--- config.mk ---
export PLATFORM = sky130hd
export DESIGN_NAME = tlv8_fragmenting_writer_top
export DESIGN_NICKNAME = d
export VERILOG_FILES = /design/src/sv/tfw_pkg.sv /design/src/sv/tfw_encoder.sv /design/src/sv/tfw_result_queue.sv /design/src/sv/tlv8_fragmenting_writer_top.sv
export SDC_FILE = /design/constraint.sdc
export NUM_CORES = 1
export LEC_CHECK = 0
export BUFFER_PORTS_ARGS = -buffer_cell sky130_fd_sc_hd__buf_2
export CORE_MARGIN = 4
export CORE_UTILIZATION = 25
export DETAILED_ROUTE_END_ITERATION = 8
export HOLD_SLACK_MARGIN = 0.03
export REMOVE_ABC_BUFFERS = 1
export SETUP_SLACK_MARGIN = 0.2
export SKIP_LAST_GASP = 1
export SYNTH_ARGS = -nofsm -noshare
export SYNTH_HDL_FRONTEND = slang
export SYNTH_SLANG_ARGS = --single-unit
--- constraint.sdc ---
create_clock -name clock -period 25.9 [get_ports clock]
set_clock_uncertainty 0.15 [all_clocks]
set_input_delay 5.18 -clock clock [delete_from_list [all_inputs] [get_ports clock]]
set_output_delay 5.18 -clock clock [all_outputs]
set_load 0.02 [all_outputs]
--- src/sv/tfw_pkg.sv ---
// ----------------------------------------------------------------------------
// tfw_pkg
// Shared types, codes and helper functions for the fragmenting TLV8 writer.
// ----------------------------------------------------------------------------
package tfw_pkg;

   // Buffer geometry
   localparam int BUFFER_BYTES  = 4096;
   localparam int FRAGMENT_MAX  = 255;
   localparam int MAX_RESULTS   = 3;

   // Result queue geometry
   localparam int QUEUE_DEPTH   = 8;
   localparam int QPTR_W        = $clog2(QUEUE_DEPTH);
   localparam int QCNT_W        = $clog2(QUEUE_DEPTH + 1);

   // Field widths
   localparam int KIND_W   = 2;
   localparam int TYPE_W   = 8;
   localparam int LEN_W    = 12;
   localparam int BYTE_W   = 8;
   localparam int OFFS_W   = 12;
   localparam int STAT_W   = 2;
   localparam int USED_W   = 13;
   localparam int CAP_W    = 13;
   localparam int NEED_W   = 14;
   localparam int FRAGS_W  = 5;
   localparam int NRES_W   = 2;

   // Input kinds
   localparam logic [KIND_W-1:0] KIND_CLEAR = 2'd0;
   localparam logic [KIND_W-1:0] KIND_START = 2'd1;
   localparam logic [KIND_W-1:0] KIND_VALUE = 2'd2;

   // Result status codes
   localparam logic [STAT_W-1:0] ST_OK       = 2'd0;
   localparam logic [STAT_W-1:0] ST_NO_SPACE = 2'd1;
   localparam logic [STAT_W-1:0] ST_REPEAT   = 2'd2;
   localparam logic [STAT_W-1:0] ST_UNEXPECT = 2'd3;

   localparam logic [CAP_W-1:0]  CAP_LIMIT = CAP_W'(BUFFER_BYTES);
   localparam logic [CAP_W-1:0]  CAP_RESET = CAP_W'(BUFFER_BYTES);

   // One result item
   typedef struct packed {
      logic [BYTE_W-1:0] out_byte;
      logic              out_valid;
      logic [OFFS_W-1:0] out_offset;
      logic [STAT_W-1:0] status;
      logic [USED_W-1:0] used_bytes;
      logic              last;
   } rec_type;

   // Up to three results pushed into the queue in one cycle
   typedef struct packed {
      logic [NRES_W-1:0]           count;
      rec_type [MAX_RESULTS-1:0]   recs;
   } push_type;

   // Fragment length: smaller of the remaining value and one full fragment
   function automatic logic [TYPE_W-1:0] frag_len(input logic [LEN_W-1:0] remaining);
      logic [TYPE_W-1:0] res;
      if (remaining > LEN_W'(FRAGMENT_MAX)) begin
         res = TYPE_W'(FRAGMENT_MAX);
      end else begin
         res = remaining[TYPE_W-1:0];
      end
      return res;
   endfunction

   // Number of fragments, at least one; ceil(len / 255) by the
   // (x + (x >> 8) + 1) >> 8 reciprocal form, exact for every 12-bit len
   function automatic logic [FRAGS_W-1:0] frag_count(input logic [LEN_W-1:0] len);
      logic [15:0] x;
      logic [15:0] q;
      logic [FRAGS_W-1:0] res;
      x = 16'(len) + 16'(FRAGMENT_MAX - 1);
      q = (x + (x >> 8) + 16'd1) >> 8;
      if (len == '0) begin
         res = FRAGS_W'(1);
      end else begin
         res = q[FRAGS_W-1:0];
      end
      return res;
   endfunction

endpackage

--- src/sv/tfw_encoder.sv ---
// ----------------------------------------------------------------------------
// tfw_encoder
// Input register, element state and the single-pass encode logic that turns
// one input transaction into one to three result records.
// ----------------------------------------------------------------------------
module tfw_encoder (
   input  logic                        clock,
   input  logic                        reset,
   input  logic                        req_valid,
   output logic                        req_stall,
   input  logic [tfw_pkg::KIND_W-1:0]  req_kind,
   input  logic [tfw_pkg::TYPE_W-1:0]  req_tlv_type,
   input  logic [tfw_pkg::LEN_W-1:0]   req_value_length,
   input  logic [tfw_pkg::BYTE_W-1:0]  req_value_byte,
   input  logic                        csr_wr_en,
   input  logic [tfw_pkg::CAP_W-1:0]   csr_wr_data,
   input  logic                        room,
   output tfw_pkg::push_type           push
);
   import tfw_pkg::*;

   // Input register
   logic              s1_valid_ff, s1_valid_in;
   logic [KIND_W-1:0] s1_kind_ff;
   logic [TYPE_W-1:0] s1_type_ff;
   logic [LEN_W-1:0]  s1_len_ff;
   logic [BYTE_W-1:0] s1_byte_ff;

   // Capacity register
   logic [CAP_W-1:0]  cap_ff;

   // Element state
   logic [USED_W-1:0] used_ff, used_in;
   logic [TYPE_W-1:0] prev_type_ff, prev_type_in;
   logic              open_ff, open_in;
   logic [TYPE_W-1:0] cur_type_ff, cur_type_in;
   logic [LEN_W-1:0]  val_rem_ff, val_rem_in;
   logic [TYPE_W-1:0] frag_rem_ff, frag_rem_in;

   logic              fire;
   logic [CAP_W-1:0]  cap_eff;
   logic [NEED_W-1:0] need;
   logic [USED_W-1:0] used_p1, used_p2, used_p3;
   logic [LEN_W-1:0]  val_dec;
   logic [TYPE_W-1:0] frag_dec;
   logic [NRES_W-1:0] n_res;
   rec_type [MAX_RESULTS-1:0] recs;

   // Stall while a held item cannot move into the queue
   assign fire      = s1_valid_ff && room;
   assign req_stall = s1_valid_ff && !room;

   always_comb begin
      if (req_stall) begin
         s1_valid_in = s1_valid_ff;
      end else begin
         s1_valid_in = req_valid;
      end
   end

   always_ff @(posedge clock) begin
      if (reset) begin
         s1_valid_ff <= 1'b0;
      end else begin
         s1_valid_ff <= s1_valid_in;
      end
   end

   always_ff @(posedge clock) begin
      if (!req_stall) begin
         s1_kind_ff <= req_kind;
         s1_type_ff <= req_tlv_type;
         s1_len_ff  <= req_value_length;
         s1_byte_ff <= req_value_byte;
      end
   end

   always_ff @(posedge clock) begin
      if (reset) begin
         cap_ff <= CAP_RESET;
      end else if (csr_wr_en) begin
         cap_ff <= csr_wr_data;
      end
   end

   // Space check terms
   assign cap_eff  = (cap_ff < CAP_LIMIT) ? cap_ff : CAP_LIMIT;
   assign need     = NEED_W'(used_ff) + NEED_W'(s1_len_ff)
                   + NEED_W'({frag_count(s1_len_ff), 1'b0});
   assign used_p1  = used_ff + USED_W'(1);
   assign used_p2  = used_ff + USED_W'(2);
   assign used_p3  = used_ff + USED_W'(3);
   assign val_dec  = val_rem_ff - LEN_W'(1);
   assign frag_dec = frag_rem_ff - TYPE_W'(1);

   // Encode one item
   always_comb begin
      used_in      = used_ff;
      prev_type_in = prev_type_ff;
      open_in      = open_ff;
      cur_type_in  = cur_type_ff;
      val_rem_in   = val_rem_ff;
      frag_rem_in  = frag_rem_ff;
      n_res        = NRES_W'(1);
      recs         = '0;
      for (int i = 0; i < MAX_RESULTS; i++) begin
         recs[i].used_bytes = used_ff;
      end

      unique case (s1_kind_ff)
         KIND_CLEAR: begin
            used_in      = '0;
            prev_type_in = '0;
            open_in      = 1'b0;
            cur_type_in  = '0;
            val_rem_in   = '0;
            frag_rem_in  = '0;
            recs[0].status     = ST_OK;
            recs[0].used_bytes = '0;
         end
         KIND_START: begin
            priority if (open_ff) begin
               recs[0].status = ST_UNEXPECT;
            end else if (used_ff != '0 && s1_type_ff == prev_type_ff) begin
               recs[0].status = ST_REPEAT;
            end else if (need > NEED_W'(cap_eff)) begin
               recs[0].status = ST_NO_SPACE;
            end else begin
               // first fragment header: type byte, then length byte
               cur_type_in  = s1_type_ff;
               prev_type_in = s1_type_ff;
               val_rem_in   = s1_len_ff;
               frag_rem_in  = frag_len(s1_len_ff);
               open_in      = (s1_len_ff != '0);
               used_in      = used_p2;
               n_res        = NRES_W'(2);
               recs[0].out_byte   = s1_type_ff;
               recs[0].out_valid  = 1'b1;
               recs[0].out_offset = used_ff[OFFS_W-1:0];
               recs[0].used_bytes = used_p1;
               recs[1].out_byte   = frag_len(s1_len_ff);
               recs[1].out_valid  = 1'b1;
               recs[1].out_offset = used_p1[OFFS_W-1:0];
               recs[1].used_bytes = used_p2;
            end
         end
         KIND_VALUE: begin
            if (open_ff) begin
               recs[0].out_byte   = s1_byte_ff;
               recs[0].out_valid  = 1'b1;
               recs[0].out_offset = used_ff[OFFS_W-1:0];
               recs[0].used_bytes = used_p1;
               used_in    = used_p1;
               val_rem_in = val_dec;
               priority if (val_dec == '0) begin
                  open_in     = 1'b0;
                  frag_rem_in = '0;
               end else if (frag_dec == '0) begin
                  // fragment full: header of the next fragment
                  frag_rem_in = frag_len(val_dec);
                  used_in     = used_p3;
                  n_res       = NRES_W'(3);
                  recs[1].out_byte   = cur_type_ff;
                  recs[1].out_valid  = 1'b1;
                  recs[1].out_offset = used_p1[OFFS_W-1:0];
                  recs[1].used_bytes = used_p2;
                  recs[2].out_byte   = frag_len(val_dec);
                  recs[2].out_valid  = 1'b1;
                  recs[2].out_offset = used_p2[OFFS_W-1:0];
                  recs[2].used_bytes = used_p3;
               end else begin
                  frag_rem_in = frag_dec;
               end
            end else begin
               recs[0].status = ST_UNEXPECT;
            end
         end
         default: begin
            recs[0].status = ST_UNEXPECT;
         end
      endcase

      // mark the final record of this item
      for (int i = 0; i < MAX_RESULTS; i++) begin
         recs[i].last = (NRES_W'(i + 1) == n_res);
      end
   end

   always_ff @(posedge clock) begin
      if (reset) begin
         used_ff      <= '0;
         prev_type_ff <= '0;
         open_ff      <= 1'b0;
         cur_type_ff  <= '0;
         val_rem_ff   <= '0;
         frag_rem_ff  <= '0;
      end else if (fire) begin
         used_ff      <= used_in;
         prev_type_ff <= prev_type_in;
         open_ff      <= open_in;
         cur_type_ff  <= cur_type_in;
         val_rem_ff   <= val_rem_in;
         frag_rem_ff  <= frag_rem_in;
      end
   end

   assign push.count = fire ? n_res : '0;
   assign push.recs  = recs;

endmodule

--- src/sv/tfw_result_queue.sv ---
// ----------------------------------------------------------------------------
// tfw_result_queue
// Result FIFO: up to three records in a cycle, one out per unstalled cycle.
// ----------------------------------------------------------------------------
module tfw_result_queue (
   input  logic                         clock,
   input  logic                         reset,
   input  tfw_pkg::push_type            push,
   output logic                         room,
   output logic                         rsp_valid,
   input  logic                         rsp_stall,
   output tfw_pkg::rec_type             head_rec
);
   import tfw_pkg::*;

   rec_type             entry_ff [QUEUE_DEPTH];
   logic [QPTR_W-1:0]   head_ff, head_in;
   logic [QPTR_W-1:0]   tail_ff, tail_in;
   logic [QCNT_W-1:0]   count_ff, count_in;
   logic                pop;

   // Room for a full three-record push
   assign room      = (count_ff <= QCNT_W'(QUEUE_DEPTH - MAX_RESULTS));
   assign rsp_valid = (count_ff != '0);
   assign pop       = rsp_valid && !rsp_stall;
   assign head_rec  = entry_ff[head_ff];

   assign head_in  = pop ? head_ff + QPTR_W'(1) : head_ff;
   assign tail_in  = tail_ff + QPTR_W'(push.count);
   assign count_in = count_ff + QCNT_W'(push.count) - QCNT_W'(pop);

   always_ff @(posedge clock) begin
      if (reset) begin
         head_ff  <= '0;
         tail_ff  <= '0;
         count_ff <= '0;
      end else begin
         head_ff  <= head_in;
         tail_ff  <= tail_in;
         count_ff <= count_in;
      end
   end

   // Record storage
   always_ff @(posedge clock) begin
      for (int i = 0; i < MAX_RESULTS; i++) begin
         if (NRES_W'(i) < push.count) begin
            entry_ff[tail_ff + QPTR_W'(i)] <= push.recs[i];
         end
      end
   end

endmodule

--- src/sv/tlv8_fragmenting_writer_top.sv ---
// ----------------------------------------------------------------------------
// tlv8_fragmenting_writer_top
// Serializes TLV8 elements into a buffer of configured capacity, splitting
// values longer than 255 bytes into fragments with their own headers, and
// reports every written byte with its buffer offset.
// ----------------------------------------------------------------------------
// An input transaction is taken every cycle unless stalled, into an input
// register and encoded there in one pass; it yields one result (clear, value
// byte, rejected or unexpected item), two (accepted start: type and length
// bytes) or three (value byte that closes a full fragment, plus the next
// fragment header). Results leave through an eight-record queue at one per
// cycle unless the receiver stalls; the sustained input rate is one item per
// cycle while items average one result and the receiver does not stall; the
// output port's one record per cycle sets the rate otherwise. An element's
// space and type are checked at its start, so it is written whole or not at
// all unless a clear abandons it; capacity writes apply to later starts.
// ----------------------------------------------------------------------------
module tlv8_fragmenting_writer_top (
   input  logic                        clock,
   input  logic                        reset,
   input  logic                        req_valid,
   output logic                        req_stall,
   input  logic [tfw_pkg::KIND_W-1:0]  req_kind,
   input  logic [tfw_pkg::TYPE_W-1:0]  req_tlv_type,
   input  logic [tfw_pkg::LEN_W-1:0]   req_value_length,
   input  logic [tfw_pkg::BYTE_W-1:0]  req_value_byte,
   output logic                        rsp_valid,
   input  logic                        rsp_stall,
   output logic [tfw_pkg::BYTE_W-1:0]  rsp_out_byte,
   output logic                        rsp_out_valid,
   output logic [tfw_pkg::OFFS_W-1:0]  rsp_out_offset,
   output logic [tfw_pkg::STAT_W-1:0]  rsp_status,
   output logic [tfw_pkg::USED_W-1:0]  rsp_used_bytes,
   output logic                        rsp_last,
   input  logic                        csr_wr_en,
   input  logic [tfw_pkg::CAP_W-1:0]   csr_wr_data
);
   import tfw_pkg::*;

   push_type push;
   rec_type  head_rec;
   logic     room;

   // Encoder
   tfw_encoder u_encoder (
      .clock            (clock),
      .reset            (reset),
      .req_valid        (req_valid),
      .req_stall        (req_stall),
      .req_kind         (req_kind),
      .req_tlv_type     (req_tlv_type),
      .req_value_length (req_value_length),
      .req_value_byte   (req_value_byte),
      .csr_wr_en        (csr_wr_en),
      .csr_wr_data      (csr_wr_data),
      .room             (room),
      .push             (push)
   );

   // Result queue
   tfw_result_queue u_queue (
      .clock     (clock),
      .reset     (reset),
      .push      (push),
      .room      (room),
      .rsp_valid (rsp_valid),
      .rsp_stall (rsp_stall),
      .head_rec  (head_rec)
   );

   assign rsp_out_byte   = head_rec.out_byte;
   assign rsp_out_valid  = head_rec.out_valid;
   assign rsp_out_offset = head_rec.out_offset;
   assign rsp_status     = head_rec.status;
   assign rsp_used_bytes = head_rec.used_bytes;
   assign rsp_last       = head_rec.last;

`ifndef NO_ASSERTIONS
   // Records are pushed only when the queue has room for a full item
   a_push_room: assert property (@(posedge clock) disable iff (reset)
      (push.count != '0) |-> room)
      else $error("push without queue room");

   // A written byte always carries status ok
   a_written_ok: assert property (@(posedge clock) disable iff (reset)
      (rsp_valid && rsp_out_valid) |-> (rsp_status == ST_OK))
      else $error("written byte with error status");

   // The used count right after a written byte is its offset plus one
   a_used_offset: assert property (@(posedge clock) disable iff (reset)
      (rsp_valid && rsp_out_valid) |->
         (rsp_used_bytes[OFFS_W-1:0] == rsp_out_offset + OFFS_W'(1)))
      else $error("used count does not follow offset");

   // A non-written result carries no byte and no offset
   a_idle_fields: assert property (@(posedge clock) disable iff (reset)
      (rsp_valid && !rsp_out_valid) |-> (rsp_out_byte == '0 && rsp_out_offset == '0))
      else $error("non-written result carries data");
`endif

endmodule

==> impl_summary.md <==
Placement
Routability-driven placement finished with a final weighted congestion of 0.966. The total placed instance area is 26000 sq um. The HPWL after detailed placement is 61400 um. The count of buffers inserted at the top-level ports is 86.

Worst setup path
STA classifies the critical path startpoint as a flip-flop. Of all nets on the critical path, the largest fanout is 20. On the critical path, the stage with the largest delay is an instance of sky130_fd_sc_hd__or3_1. The family of cells with the greatest summed delay on the critical path is simple AND/OR/NAND/NOR gates. The arrival time of data at the critical path endpoint is 10.89 ns. The number of buffers and inverters on the critical path is 3. The most frequent cell on the critical path is sky130_fd_sc_hd__buf_4. The critical path is of the reg -> reg type. The kind of capture point of the worst setup path is a flip-flop.

The critical path data required time is 26.12 ns. The critical path's largest stage delay is 0.72 ns.

Power
The proportion of power drawn by the clock network is 36.2%. Per report_power, the combinational group accounts for 25.2% of the total. The net load switching power is 0.635 mW. The peak supply drop is 0.0475 mV. The net switching share of the total power is 32.2%. The reported leakage power is 9.15 nW.

The sequential share of power is 38.6%. The sum of internal, switching and leakage power is 1.97 mW. For this design the ratio of total power to cell area is 71.4 nW/um^2.

The cell-internal power is 1.34 mW.

Global routing
The first global-routing pass estimated 134000 um of wire. The via count of the first global-routing pass is 19.8k. The largest net degree at the start of global routing is 60. The total congestion overflow after global routing is 0. The number of antenna violations at the first check in global routing came to 4. For this run, the total global-route usage over all layers was measured as 17.1%.

Final layout
After filler insertion, the fill cell instance count of the layout stands at 9843. After routing the design area is 27600 sq um. The net count reported at finish is 2424. The total inserted antenna cells is 0. The relative area change from synthesis to final layout is 14.4%. The proportion of layout cells with a drive suffix above 1 is 17.9%.

Route
The detail route stage leaves a number of antenna-violating nets equal to 0. The post-detailed-route via-to-cell ratio is 5.70. The DRC violations left is 0.

The total via count after detailed routing is 20.5k. The routed design has 91000 um of wire. The average routed wire per standard cell is 25.3 um. The first detailed-routing pass ran for 6 iterations. In this run, the number of DRC markers left after iteration 0 of detailed routing was 3068.

CTS
The clock latency of the later-clocked register in the worst-skew pair is 0.60 ns. The clock buffer count from CTS is 45. The root buffer cell chosen for the clock tree is sky130_fd_sc_hd__clkbuf_16. The clock sink total is 395. The hold buffer count at cts is 0. The post-CTS clock slew at the launch and capture registers of the worst setup and hold paths is 0.06 ns. TritonCTS built the clock tree. In this run the deepest clock path goes through 3 buffers. Gates resized during post-CTS repair numbered 0.

The number of setup buffers added after CTS is 0. CTS built an H-tree with a depth of 2.

Timing
The clock period minus final worst setup slack is 10.67 ns. The fraction of the cycle the final worst path needs is 41.2%. The highest clock frequency the design can meet is 93.7 MHz. The setup total negative slack is 0 ns. At the pin with the least slew margin, the transition time is 1.21 ns. Setup repair after global routing left no endpoint under its margin.

The hold violation count in the final report is 0. In this run the tightest slew margin relative to its limit is 18.1%. Setup violations remaining at the end of the flow were counted as 0. The final count of pins violating max slew is 0.

Yosys
The number of synthesized flops with an enable pin is 310. In the synthesized netlist the dominant register cell turns out to be sky130_fd_sc_hd__edfxtp_1. The area fraction of the dominant cell type after synthesis is 38.5%. In the post-synthesis netlist, the biggest area contributors are sky130_fd_sc_hd__edfxtp_1 (39%), sky130_fd_sc_hd__dfxtp_1 (7.0%), sky130_fd_sc_hd__mux4_2 (6.9%), sky130_fd_sc_hd__a22oi_1 (4.4%), sky130_fd_sc_hd__nand2_1 (3.9%).

The mean cell area of the mapped netlist is 10.5 sq um. sky130_fd_sc_hd__edfxtp_1 takes more of the synthesized area than any other cell. The number of synthesized register bits is 395. By count the netlist is led by sky130_fd_sc_hd__edfxtp_1 (310), sky130_fd_sc_hd__nand2_1 (250), sky130_fd_sc_hd__o21ai_0 (180). The synthesized netlist occupies a cell area of 24200 sq um. Synthesis instantiated 86 different standard cells from the library. The post-synthesis cell count is 2298. Of the synthesized area, sequential elements account for 45.6%. The share of flip-flops with an asynchronous set or reset is 0%. The leading cell type by number of instances after synthesis is sky130_fd_sc_hd__edfxtp_1. The number of warnings reported in the yosys synthesis log is 0.

Floorplanning
The core footprint is 95400 sq um. The die height is 319 um. The effective utilization at floorplan is 25.3%.

The die extent in x is 319 um. The die covers 102000 sq um. The total I/O pin count is 87. The initialized floorplan defines 113 standard-cell rows.

Flow run
The reported max-cap violation count is 0.

Run status
The flow ran to the end, and the final reports show no timing, DRC or antenna violations.

Worst hold path
In this run the worst hold path is classified as reg -> reg.
-- flip-flops by register name, summed over array words and instances, names as in the netlist, 4 cells and up, named ones only --
| name | flops |
|---|---|
| u_encoder.cap_ff | 13 |
| u_encoder.frag_rem_ff | 8 |
| u_encoder.prev_type_ff | 8 |
| u_encoder.s1_byte_ff | 8 |
| u_encoder.s1_len_ff | 12 |
| u_encoder.s1_type_ff | 8 |
| u_encoder.used_ff | 13 |
| u_encoder.val_rem_ff | 12 |
| u_queue.count_ff | 4 |
| u_queue.entry_ff | 296 |
-- cell type report --
cell class,instances,area [sq um],area share (%)
sequential,395,11000,39.9
clock inverter,27,345,1.25
inverter,46,173,0.625
tap,1265,1580,5.73
multi-input combinational,1673,12300,44.7
clock buffer,57,1330,4.81
timing repair buffer,141,843,3.05
-- cell usage in the layout (no fill, tap or decap), types with 20 or more instances in the layout --
cell type / instances
sky130_fd_sc_hd__o21ai_1: 46
sky130_fd_sc_hd__a32oi_1: 26
sky130_fd_sc_hd__nor2_1: 159
sky130_fd_sc_hd__a22oi_1: 142
sky130_fd_sc_hd__edfxtp_1: 310
sky130_fd_sc_hd__nor3_1: 31
sky130_fd_sc_hd__buf_2: 86
sky130_fd_sc_hd__xor2_1: 30
sky130_fd_sc_hd__o221ai_1: 80
sky130_fd_sc_hd__dfxtp_1: 82
sky130_fd_sc_hd__buf_4: 55
sky130_fd_sc_hd__o21ai_0: 180
sky130_fd_sc_hd__mux2_2: 39
sky130_fd_sc_hd__or2_2: 20
sky130_fd_sc_hd__ha_1: 65
sky130_fd_sc_hd__clkbuf_16: 51
sky130_fd_sc_hd__o22ai_1: 23
sky130_fd_sc_hd__mux4_2: 74
sky130_fd_sc_hd__nand3_1: 33
sky130_fd_sc_hd__a21oi_1: 74
sky130_fd_sc_hd__a21o_1: 24
sky130_fd_sc_hd__inv_1: 43
sky130_fd_sc_hd__o211ai_1: 24
sky130_fd_sc_hd__xnor2_1: 51
sky130_fd_sc_hd__nand2_1: 250
-- cells by family after synthesis --
family / Yosys count / synth area share [%]
fa+ha+maj: 75 / 4.13
xor+xnor: 81 / 2.94
compound gates: 756 / 21.5
flops: 395 / 45.6
buf+inv: 230 / 3.96
mux: 133 / 9.61
simple gates: 628 / 12.3
-- per-layer routing --
| metal | up-vias | routed length, um | track usage (%) |
|---|---|---|---|
| li1 | 8932 | - | - |
| met1 | 10000 | 36700 | 23.3 |
| met5 | - | 27 | 0 |
| met2 | 1365 | 40400 | 26.5 |
| met3 | 232 | 9990 | 3.79 |
| met4 | 4 | 3910 | 7.00 |
-- stage by stage --
stage	cells	setup slack [ns]	hold slack, ns	utilization [%]
final	3604	15.23	0.347	29.0
after global routing	3604	14.76	0.375	29.0
after CTS	3604	15.32	0.352	29.0
after detailed placement	3520	15.37	0.336	27.2
after global placement	3520	15.56	0.327	27.2
after floorplan	2114	16.45	0.302	-
-- power by group through the flow --
stage               Clock (mW)  Combinational, mW  Sequential [mW]
floorplan                    0              0.329            0.771
global placement             0              0.497            0.774
detailed placement           0              0.499            0.775
CTS                      0.724              0.501            0.762
global route             0.748              0.542            0.767
finish                   0.715              0.497            0.761
-- worst register-to-register path: cells and delay by family (launching register included) --
family | cells | cell delay [ns]
simple gates | 11 | 3.80
xor+xnor | 3 | 0.42
fa+ha+maj | 4 | 1.35
compound gates | 11 | 3.08
flops | 1 | 0.50
buf+inv | 3 | 1.15
-- final timing paths --
| path | startpoint | endpoint | slack [ns] | cells past startpoint |
|---|---|---|---|---|
| setup reg to reg | u_encoder.s1_len_ff[4] | u_queue.entry_ff[7][28] | 15.23 | 32 |
| setup / recovery | u_encoder.s1_len_ff[4] | u_queue.entry_ff[7][28] | 15.23 | 32 |
| hold reg to reg | u_encoder.cap_ff[8] | u_encoder.cap_ff[8] | 0.35 | 2 |
| hold / removal | u_encoder.cap_ff[8] | u_encoder.cap_ff[8] | 0.35 | 2 |
Note: power is estimated with default switching activity, not from simulation.
